## config.mk

```make
export PLATFORM = sky130hd
export DESIGN_NAME = escape_time_fractal_pixel_unit
export DESIGN_NICKNAME = d
export VERILOG_FILES = /design/src/rtl/etf_pkg.sv /design/src/rtl/escape_time_fractal_pixel_unit.sv /design/src/rtl/etf_front.sv /design/src/rtl/etf_mul.sv /design/src/rtl/etf_core.sv
export SDC_FILE = /design/constraint.sdc
export NUM_CORES = 2
export LEC_CHECK = 0
export BUFFER_PORTS_ARGS = -buffer_cell sky130_fd_sc_hd__buf_4
export CAP_MARGIN = 20
export CELL_PAD_IN_SITES_DETAIL_PLACEMENT = 0
export CELL_PAD_IN_SITES_GLOBAL_PLACEMENT = 2
export CORE_AREA = 2 2 386 388
export DETAILED_ROUTE_END_ITERATION = 8
export DIE_AREA = 0 0 388 390
export PLACE_DENSITY = 0.95
export SETUP_SLACK_MARGIN = 0.3
export SLEW_MARGIN = 30
export SYNTH_ARGS = -nofsm -noshare
export SYNTH_HDL_FRONTEND = slang
export SYNTH_HIERARCHICAL = 1
export SYNTH_SLANG_ARGS = --single-unit
```

## constraint.sdc

```tcl
create_clock -name clk -period 18.6 [get_ports clk]
set_clock_uncertainty 0.05 [all_clocks]
set_input_delay 0.93 -clock clk [delete_from_list [all_inputs] [get_ports clk]]
set_output_delay 0.93 -clock clk [all_outputs]
set_load 0.02 [all_outputs]
```

## src/rtl/etf_pkg.sv

```systemverilog
package etf_pkg;

	localparam logic [7:0] ITER_RESET = 8'd255;

	typedef struct packed {
		logic signed [31:0] cr;
		logic signed [31:0] ci;
		logic               skip;
	} item_t;

	typedef struct packed {
		logic  valid;
		item_t item;
	} q_head_t;

	typedef struct packed {
		logic [7:0] r;
		logic [7:0] g;
		logic [7:0] b;
	} rgb_t;

	function automatic rgb_t palette(input logic [3:0] idx);
		rgb_t c;
		unique case (idx)
			4'd0:  c = '{8'd9,   8'd1,   8'd47};
			4'd1:  c = '{8'd4,   8'd4,   8'd73};
			4'd2:  c = '{8'd0,   8'd7,   8'd100};
			4'd3:  c = '{8'd12,  8'd44,  8'd138};
			4'd4:  c = '{8'd24,  8'd82,  8'd177};
			4'd5:  c = '{8'd57,  8'd125, 8'd209};
			4'd6:  c = '{8'd134, 8'd181, 8'd229};
			4'd7:  c = '{8'd211, 8'd236, 8'd248};
			4'd8:  c = '{8'd241, 8'd233, 8'd191};
			4'd9:  c = '{8'd248, 8'd201, 8'd95};
			4'd10: c = '{8'd255, 8'd170, 8'd0};
			4'd11: c = '{8'd204, 8'd128, 8'd0};
			4'd12: c = '{8'd153, 8'd87,  8'd0};
			4'd13: c = '{8'd106, 8'd52,  8'd3};
			4'd14: c = '{8'd66,  8'd30,  8'd15};
			4'd15: c = '{8'd25,  8'd7,   8'd26};
		endcase
		return c;
	endfunction

endpackage

```

## src/rtl/escape_time_fractal_pixel_unit.sv

```systemverilog
// Round time is set by the 16-bit-digit multipliers.
// Throughput: one pixel at a time in the iteration loop; a 2-entry queue takes input
// while a pixel runs and the output register holds a result until transferred.
// Reset (arst_n low, async): queue and output empty, iteration limit back to 255.
module escape_time_fractal_pixel_unit #(
	parameter int WORD_BITS = 32,
	parameter int FRAC_BITS = 24
) (
	input  logic               clk,
	input  logic               arst_n,
	input  logic               cfg_valid,
	output logic               cfg_ready,
	input  logic [7:0]         cfg_data,
	input  logic               in_valid,
	output logic               in_ready,
	input  logic signed [31:0] coord_real,
	input  logic signed [31:0] coord_imag,
	output logic               out_valid,
	input  logic               out_ready,
	output logic [7:0]         iteration_count,
	output logic [7:0]         red,
	output logic [7:0]         green,
	output logic [7:0]         blue
);

	logic [7:0]       max_q;
	etf_pkg::q_head_t head;
	logic             pop;

	assign cfg_ready = 1'b1;

	always_ff @(posedge clk or negedge arst_n) begin
		if (!arst_n) begin
			max_q <= etf_pkg::ITER_RESET;
		end else if (cfg_valid) begin
			max_q <= cfg_data;
		end
	end

	etf_front u_front (
		.clk(clk), .arst_n(arst_n), .in_valid(in_valid), .in_ready(in_ready),
		.coord_real(coord_real), .coord_imag(coord_imag), .iter_limit(max_q),
		.head(head), .pop(pop)
	);

	etf_core #(.WORD_BITS(WORD_BITS), .FRAC_BITS(FRAC_BITS)) u_core (
		.clk(clk), .arst_n(arst_n), .iter_limit(max_q), .head(head), .pop(pop),
		.out_valid(out_valid), .out_ready(out_ready),
		.iteration_count(iteration_count), .red(red), .green(green), .blue(blue)
	);

endmodule

```

## src/rtl/etf_front.sv

```systemverilog
module etf_front (
	input  logic                   clk,
	input  logic                   arst_n,
	input  logic                   in_valid,
	output logic                   in_ready,
	input  logic signed [31:0]     coord_real,
	input  logic signed [31:0]     coord_imag,
	input  logic [7:0]             iter_limit,
	output etf_pkg::q_head_t       head,
	input  logic                   pop
);

	etf_pkg::item_t mem_q [2];
	logic           wr_q;
	logic           rd_q;
	logic [1:0]     cnt_q;
	logic           push;

	assign in_ready   = (cnt_q != 2'd2);
	assign push       = in_valid && in_ready;
	assign head.valid = (cnt_q != 2'd0);
	assign head.item  = mem_q[rd_q];

	always_ff @(posedge clk or negedge arst_n) begin
		if (!arst_n) begin
			wr_q  <= 1'b0;
			rd_q  <= 1'b0;
			cnt_q <= 2'd0;
		end else begin
			if (push) wr_q <= ~wr_q;
			if (pop) rd_q <= ~rd_q;
			if (push && !pop) cnt_q <= cnt_q + 2'd1;
			else if (pop && !push) cnt_q <= cnt_q - 2'd1;
		end
	end

	// zero limit: no round runs, pixel goes straight out black
	always_ff @(posedge clk) begin
		if (push) begin
			mem_q[wr_q].cr   <= coord_real;
			mem_q[wr_q].ci   <= coord_imag;
			mem_q[wr_q].skip <= (iter_limit == 8'd0);
		end
	end

	a_pop_nonempty: assert property (@(posedge clk) disable iff (!arst_n)
		pop |-> (cnt_q != 2'd0))
		else $error("pop from empty queue");

endmodule

```

## src/rtl/etf_mul.sv

```systemverilog
module etf_mul #(
	parameter int WORD_BITS = 32,
	parameter int FRAC_BITS = 24
) (
	input  logic                        clk,
	input  logic                        arst_n,
	input  logic                        start,
	input  logic signed [WORD_BITS-1:0] a,
	input  logic signed [WORD_BITS-1:0] b,
	output logic                        done,
	output logic signed [WORD_BITS-1:0] p
);

	localparam int DIGIT = 16;
	localparam int ND    = (WORD_BITS + DIGIT - 1) / DIGIT;
	localparam int BW    = ND * DIGIT;
	localparam int HW    = WORD_BITS + DIGIT + 2;
	localparam int PW    = HW + BW;
	localparam int EW    = (FRAC_BITS + WORD_BITS > PW) ? FRAC_BITS + WORD_BITS : PW;
	localparam int CW    = (ND > 1) ? $clog2(ND) : 1;

	logic signed [WORD_BITS-1:0]     a_q;
	logic [BW-1:0]                   b_q;
	logic signed [HW-1:0]            h_q;
	logic [BW-1:0]                   l_q;
	logic [CW-1:0]                   cnt_q;
	logic                            busy_q;
	logic                            done_q;

	logic                            last_step;
	logic signed [DIGIT:0]           dig;
	logic signed [WORD_BITS+DIGIT:0] prod;
	logic signed [HW-1:0]            t;
	logic signed [EW-1:0]            full;

	// radix 2^16, low digit first; top digit carries the sign of b
	always_comb begin
		last_step = (cnt_q == CW'(ND - 1));
		dig  = last_step ? $signed({b_q[DIGIT-1], b_q[DIGIT-1:0]})
		                 : $signed({1'b0, b_q[DIGIT-1:0]});
		prod = a_q * dig;
		t    = h_q + HW'(prod);
		full = EW'($signed({h_q, l_q}));
	end

	assign p    = full[FRAC_BITS+WORD_BITS-1:FRAC_BITS];
	assign done = done_q;

	always_ff @(posedge clk or negedge arst_n) begin
		if (!arst_n) begin
			busy_q <= 1'b0;
			done_q <= 1'b0;
			cnt_q  <= '0;
		end else if (start) begin
			busy_q <= 1'b1;
			done_q <= 1'b0;
			cnt_q  <= '0;
		end else if (busy_q) begin
			cnt_q <= cnt_q + CW'(1);
			if (last_step) begin
				busy_q <= 1'b0;
				done_q <= 1'b1;
			end
		end else begin
			done_q <= 1'b0;
		end
	end

	always_ff @(posedge clk) begin
		if (start) begin
			a_q <= a;
			b_q <= BW'(b);
			h_q <= '0;
			l_q <= '0;
		end else if (busy_q) begin
			h_q <= t >>> DIGIT;
			l_q <= BW'({t[DIGIT-1:0], l_q} >> DIGIT);
			b_q <= b_q >> DIGIT;
		end
	end

	a_start_idle: assert property (@(posedge clk) disable iff (!arst_n)
		start |-> !busy_q)
		else $error("multiply started while busy");

	a_done_after_busy: assert property (@(posedge clk) disable iff (!arst_n)
		$rose(done_q) |-> $fell(busy_q))
		else $error("done without a finished digit sweep");

endmodule

```

## src/rtl/etf_core.sv

```systemverilog
module etf_core #(
	parameter int WORD_BITS = 32,
	parameter int FRAC_BITS = 24
) (
	input  logic                   clk,
	input  logic                   arst_n,
	input  logic [7:0]             iter_limit,
	input  etf_pkg::q_head_t       head,
	output logic                   pop,
	output logic                   out_valid,
	input  logic                   out_ready,
	output logic [7:0]             iteration_count,
	output logic [7:0]             red,
	output logic [7:0]             green,
	output logic [7:0]             blue
);

	localparam logic [63:0] FOUR_WIDE = 64'd4 << FRAC_BITS;
	localparam logic signed [WORD_BITS-1:0] FOUR = FOUR_WIDE[WORD_BITS-1:0];

	typedef enum logic [2:0] {S_IDLE, S_GO, S_M1, S_M2, S_OUT} state_t;

	state_t                      state_q;
	logic signed [WORD_BITS-1:0] x_q, y_q, x2_q, y2_q, cr_q, ci_q;
	logic [7:0]                  it_q;
	logic                        black_q;
	logic                        out_valid_q;
	logic [7:0]                  count_q;
	etf_pkg::rgb_t               rgb_q;

	logic signed [WORD_BITS-1:0] xn, ynew, ssum, a0, b0, p0, p1;
	logic                        esc, last, start0, start1, done0, done1, out_free;

	always_comb begin
		xn       = x2_q - y2_q + cr_q;
		ynew     = p0 + ci_q;
		ssum     = x2_q + p0;
		esc      = ssum > FOUR;
		last     = (8'(it_q + 8'd1) == iter_limit);
		start0   = (state_q == S_GO) || ((state_q == S_M1) && done0);
		start1   = (state_q == S_GO);
		a0       = (state_q == S_GO) ? x_q + x_q : ynew;
		b0       = (state_q == S_GO) ? y_q : ynew;
		out_free = !out_valid_q || out_ready;
		pop      = (state_q == S_IDLE) && head.valid;
	end

	etf_mul #(.WORD_BITS(WORD_BITS), .FRAC_BITS(FRAC_BITS)) u_mul0 (
		.clk(clk), .arst_n(arst_n), .start(start0), .a(a0), .b(b0),
		.done(done0), .p(p0)
	);

	etf_mul #(.WORD_BITS(WORD_BITS), .FRAC_BITS(FRAC_BITS)) u_mul1 (
		.clk(clk), .arst_n(arst_n), .start(start1), .a(xn), .b(xn),
		.done(done1), .p(p1)
	);

	always_ff @(posedge clk or negedge arst_n) begin
		if (!arst_n) begin
			state_q     <= S_IDLE;
			out_valid_q <= 1'b0;
		end else begin
			if ((state_q == S_OUT) && out_free) out_valid_q <= 1'b1;
			else if (out_ready) out_valid_q <= 1'b0;
			unique case (state_q)
				S_IDLE: begin
					if (head.valid) begin
						cr_q    <= WORD_BITS'(head.item.cr);
						ci_q    <= WORD_BITS'(head.item.ci);
						x_q     <= '0;
						y_q     <= '0;
						x2_q    <= '0;
						y2_q    <= '0;
						it_q    <= 8'd0;
						black_q <= 1'b1;
						state_q <= head.item.skip ? S_OUT : S_GO;
					end
				end
				S_GO: begin
					x_q     <= xn;
					state_q <= S_M1;
				end
				S_M1: begin
					if (done0) begin
						y_q     <= ynew;
						x2_q    <= p1;
						state_q <= S_M2;
					end
				end
				S_M2: begin
					if (done0) begin
						y2_q <= p0;
						if (esc) begin
							black_q <= 1'b0;
							state_q <= S_OUT;
						end else if (last) begin
							it_q    <= 8'(it_q + 8'd1);
							black_q <= 1'b1;
							state_q <= S_OUT;
						end else begin
							it_q    <= 8'(it_q + 8'd1);
							state_q <= S_GO;
						end
					end
				end
				S_OUT: begin
					if (out_free) begin
						count_q     <= it_q;
						rgb_q       <= black_q ? '0 : etf_pkg::palette(it_q[3:0]);
						state_q     <= S_IDLE;
					end
				end
				default: state_q <= S_IDLE;
			endcase
		end
	end

	assign out_valid       = out_valid_q;
	assign iteration_count = count_q;
	assign red             = rgb_q.r;
	assign green           = rgb_q.g;
	assign blue            = rgb_q.b;

	a_count_le_max: assert property (@(posedge clk) disable iff (!arst_n)
		out_valid_q |-> (count_q <= iter_limit))
		else $error("count beyond limit");

	a_black_at_limit: assert property (@(posedge clk) disable iff (!arst_n)
		out_valid_q |-> ((count_q == iter_limit) == (rgb_q == '0)))
		else $error("color does not match limit state");

	a_units_in_step: assert property (@(posedge clk) disable iff (!arst_n)
		(state_q == S_M1) |-> (done0 == done1))
		else $error("multipliers out of step");

endmodule
```

==> results.py <==
metrics = {
    "run_status": {
        "outcome": "completed",
    },
    "yosys": {
        "syn_nets": 8509,
        "syn_inst": 6943,
        "synthesis.area_per_instance_um2": 9.92,
        "synth_area_um2": 68900,
        "yosysWarningCount": 6,
    },
    "routing": {
        "dr.first_iter.drc_count": 3115,
        "routed_via_count": 47556,
        "m1WireLength_mm": 77.2,
        "dr_wl_met3_mm": 9.92,
        "total_iterations_of_the_first_detailed_routing_run": 5,
        "routedWlPerCell_um": 21.0,
        "antenna_left": 0,
        "drt-total-wl_mm": 186,
        "top_layer_used": "met4",
        "drc_errors": 0,
        "vias_per_instance": 5.37,
        "met2_length_mm": 92.5,
    },
    "place": {
        "dp_hpwl_mm": 147,
        "gp_congestion": 0.917,
        "number_of_input_and_output_port_buffers_inserted": 110,
        "postPlaceCellArea_um2": 71300,
    },
    "worst_hold_path": {
        "min-delay-path-class": "input pin to asynchronous set/reset pin",
    },
    "clock_network": {
        "postCtsHoldBufs": 0,
        "h-tree-depth": 3,
        "clkTransAtPathRegs_ns": 0.07,
        "insertion_delay_to_the_later_sink_of_the_worst_skew_pair_ns": 0.65,
        "ctsResizeCount": 0,
        "clockBufferDepth": 3,
        "cts_tree": "yes",
        "cts_buffers": 68,
        "root_buffer": "sky130_fd_sc_hd__clkbuf_16",
        "clkSinkCount": 595,
        "post_cts_buffers": 0,
    },
    "setup_path": {
        "arrival_ns": 8.08,
        "crit_buf_inv": 5,
        "worstPathMaxFanout": 17,
        "worstReg2RegStart": "u_core/u_mul1/a_q[22]$_DFFE_PP_",
        "cp-start-kind": "register",
        "worst_path_dominant_cell_family": "adder cells",
        "timing.critical_path.slowest_cell_delay_ns": 0.98,
        "cp_cell_sequence": "nand2_1 -> fa_1 -> inv_1 -> fa_1 -> inv_1 -> fa_1 -> inv_1 -> fa_1 -> fa_1 -> inv_1 -> fa_1 -> inv_1 -> ha_1 -> nand2_1 -> nor4_1 -> o211ai_1 -> o311ai_0 -> and2_1 -> a21oi_1 -> or4_1 -> o211ai_1",
        "startpoint_of_the_worst_setup_timing_path": "u_core/u_mul1/a_q[22]$_DFFE_PP_",
        "critical_path_required_ns": 19.13,
        "slowest_stage": "sky130_fd_sc_hd__edfxtp_1",
        "crit_top_cell": "sky130_fd_sc_hd__fa_1",
        "end_kind": "register",
        "setup.worst_path.class": "register to register",
    },
    "global_route": {
        "vias_in_the_first_global_route": 50800,
        "antenna_violations_before_repair": 7,
        "global_route.usage.total": 0.252,
        "grt_max_degree": 79,
        "global_route_wire_length_before_repair_mm": 295,
        "gr-total-overflow": 0,
    },
    "sta": {
        "achievable-frequency_mhz": 133,
        "max-slew-margin-rel": 0.251,
        "final.min_clock_period_ns": 7.54,
        "setup_tns_ns": 0,
        "hold-worst-slack_ns": 0.150,
        "worst-slew-pin-transition_ns": 1.12,
        "fin_crit_sh": 0.406,
        "final-max-slew-violation-count": 0,
        "hold_viol_final": 0,
        "setup_violations": 0,
        "rsz0062_at_grt": "false",
    },
    "final_layout": {
        "layout_commonest_cell": "sky130_fd_sc_hd__inv_1",
        "layout.area.seq_um2": 16900,
        "area_taken_by_multi_input_logic_gates_um2": 44700,
        "fin_nets": 8432,
        "layout-drive-gt1-share": 0.0698,
        "final.fill_count": 13492,
        "design_area_um2": 73600,
        "area_growth_syn_to_layout_pct": 6.92,
        "mostFrequentLayoutCells": "1543 x sky130_fd_sc_hd__inv_1, 1151 x sky130_fd_sc_hd__fa_1, 878 x sky130_fd_sc_hd__nand2_1",
    },
    "die": {
        "floorplan.io_pins": 112,
        "core_um2": 147000,
        "initial_core_util": 0.468,
        "dieHeight_um": 390,
        "fp-row-count": 141,
        "fp.dieW_um": 388,
        "die-area_um2": 151000,
    },
    "job": {
        "cap_violations": 0,
    },
}
-- worst reg2reg max path, cell delays in order (launching register included) --
cell	delay [ns]
sky130_fd_sc_hd__edfxtp_1	0.98
sky130_fd_sc_hd__nand2_1	0.18
sky130_fd_sc_hd__fa_1	0.58
sky130_fd_sc_hd__inv_1	0.05
sky130_fd_sc_hd__fa_1	0.55
sky130_fd_sc_hd__inv_1	0.06
sky130_fd_sc_hd__fa_1	0.50
sky130_fd_sc_hd__inv_1	0.06
sky130_fd_sc_hd__fa_1	0.50
sky130_fd_sc_hd__fa_1	0.50
sky130_fd_sc_hd__inv_1	0.05
sky130_fd_sc_hd__fa_1	0.49
sky130_fd_sc_hd__inv_1	0.05
sky130_fd_sc_hd__ha_1	0.42
sky130_fd_sc_hd__nand2_1	0.10
sky130_fd_sc_hd__nor4_1	0.61
sky130_fd_sc_hd__o211ai_1	0.23
sky130_fd_sc_hd__o311ai_0	0.61
sky130_fd_sc_hd__and2_1	0.22
sky130_fd_sc_hd__a21oi_1	0.16
sky130_fd_sc_hd__or4_1	0.43
sky130_fd_sc_hd__o211ai_1	0.10
-- state kept, by name (all words and copies together) (netlist names), 31 cells and up --
name	count
u_core/x2_q	32
u_core/x_q	31
u_core/u_mul0/h_q	34
u_core/u_mul0/b_q	32
u_core/u_mul1/b_q	32
u_core/u_mul0/a_q	32
u_core/cr_q	32
u_core/y_q	32
u_core/ci_q	32
u_core/u_mul1/a_q	32
u_front/mem_q	130
u_core/u_mul1/h_q	34
u_core/y2_q	32
-- final timing paths --
check | endpoint | slack (ns) | cells after the start
worst max-delay path | u_core/u_mul1/h_q[25]$_SDFFE_PP0P_ | 11.06 | 21
worst min-delay path | u_front/wr_q$_DFFE_PN0N_ | 0.15 | 1
worst max register to register | u_core/u_mul1/h_q[25]$_SDFFE_PP0P_ | 11.06 | 21
worst min register to register | u_core/iteration_count[7]$_DFFE_PP_ | 0.44 | 0
max in group asynchronous | max_q[3]$_DFFE_PN1P_ | 18.01 | 1
min in group clk | u_front/mem_q[0][39]$_DFFE_PP_ | 0.41 | 1
-- cell type report --
type | count | area share
Sequential cell | 595 | 0.230
Antenna cell | 8 | 0.000272
Clock inverter | 44 | 0.00676
Inverter | 1547 | 0.0789
Timing Repair Buffer | 187 | 0.0198
Multi-Input combinational cell | 4467 | 0.607
Clock buffer | 80 | 0.0241
Tap cell | 1930 | 0.0328
-- per-stage QoR --
stage / utilization / worst slack [ns] / std cells
global placement: 0.484 / 11.19 / 8721
detailed placement: 0.485 / 11.20 / 8723
finish: 0.500 / 11.06 / 8858
CTS: 0.500 / 11.12 / 8847
floorplan: - / 10.46 / 6943
global route: 0.500 / 10.75 / 8850
-- layer usage --
| metal | vias to the layer above | track usage |
|---|---|---|
| met1 | 24526 | 0.334 |
| met4 | 0 | 0.0879 |
| met5 | - | 0 |
| met2 | 1418 | 0.433 |
| li1 | 21287 | - |
| met3 | 325 | 0.0273 |
Power is left out: the tool's default activity adds up to more than one toggle a clock period on the data nets, which glitch-free logic cannot reach.
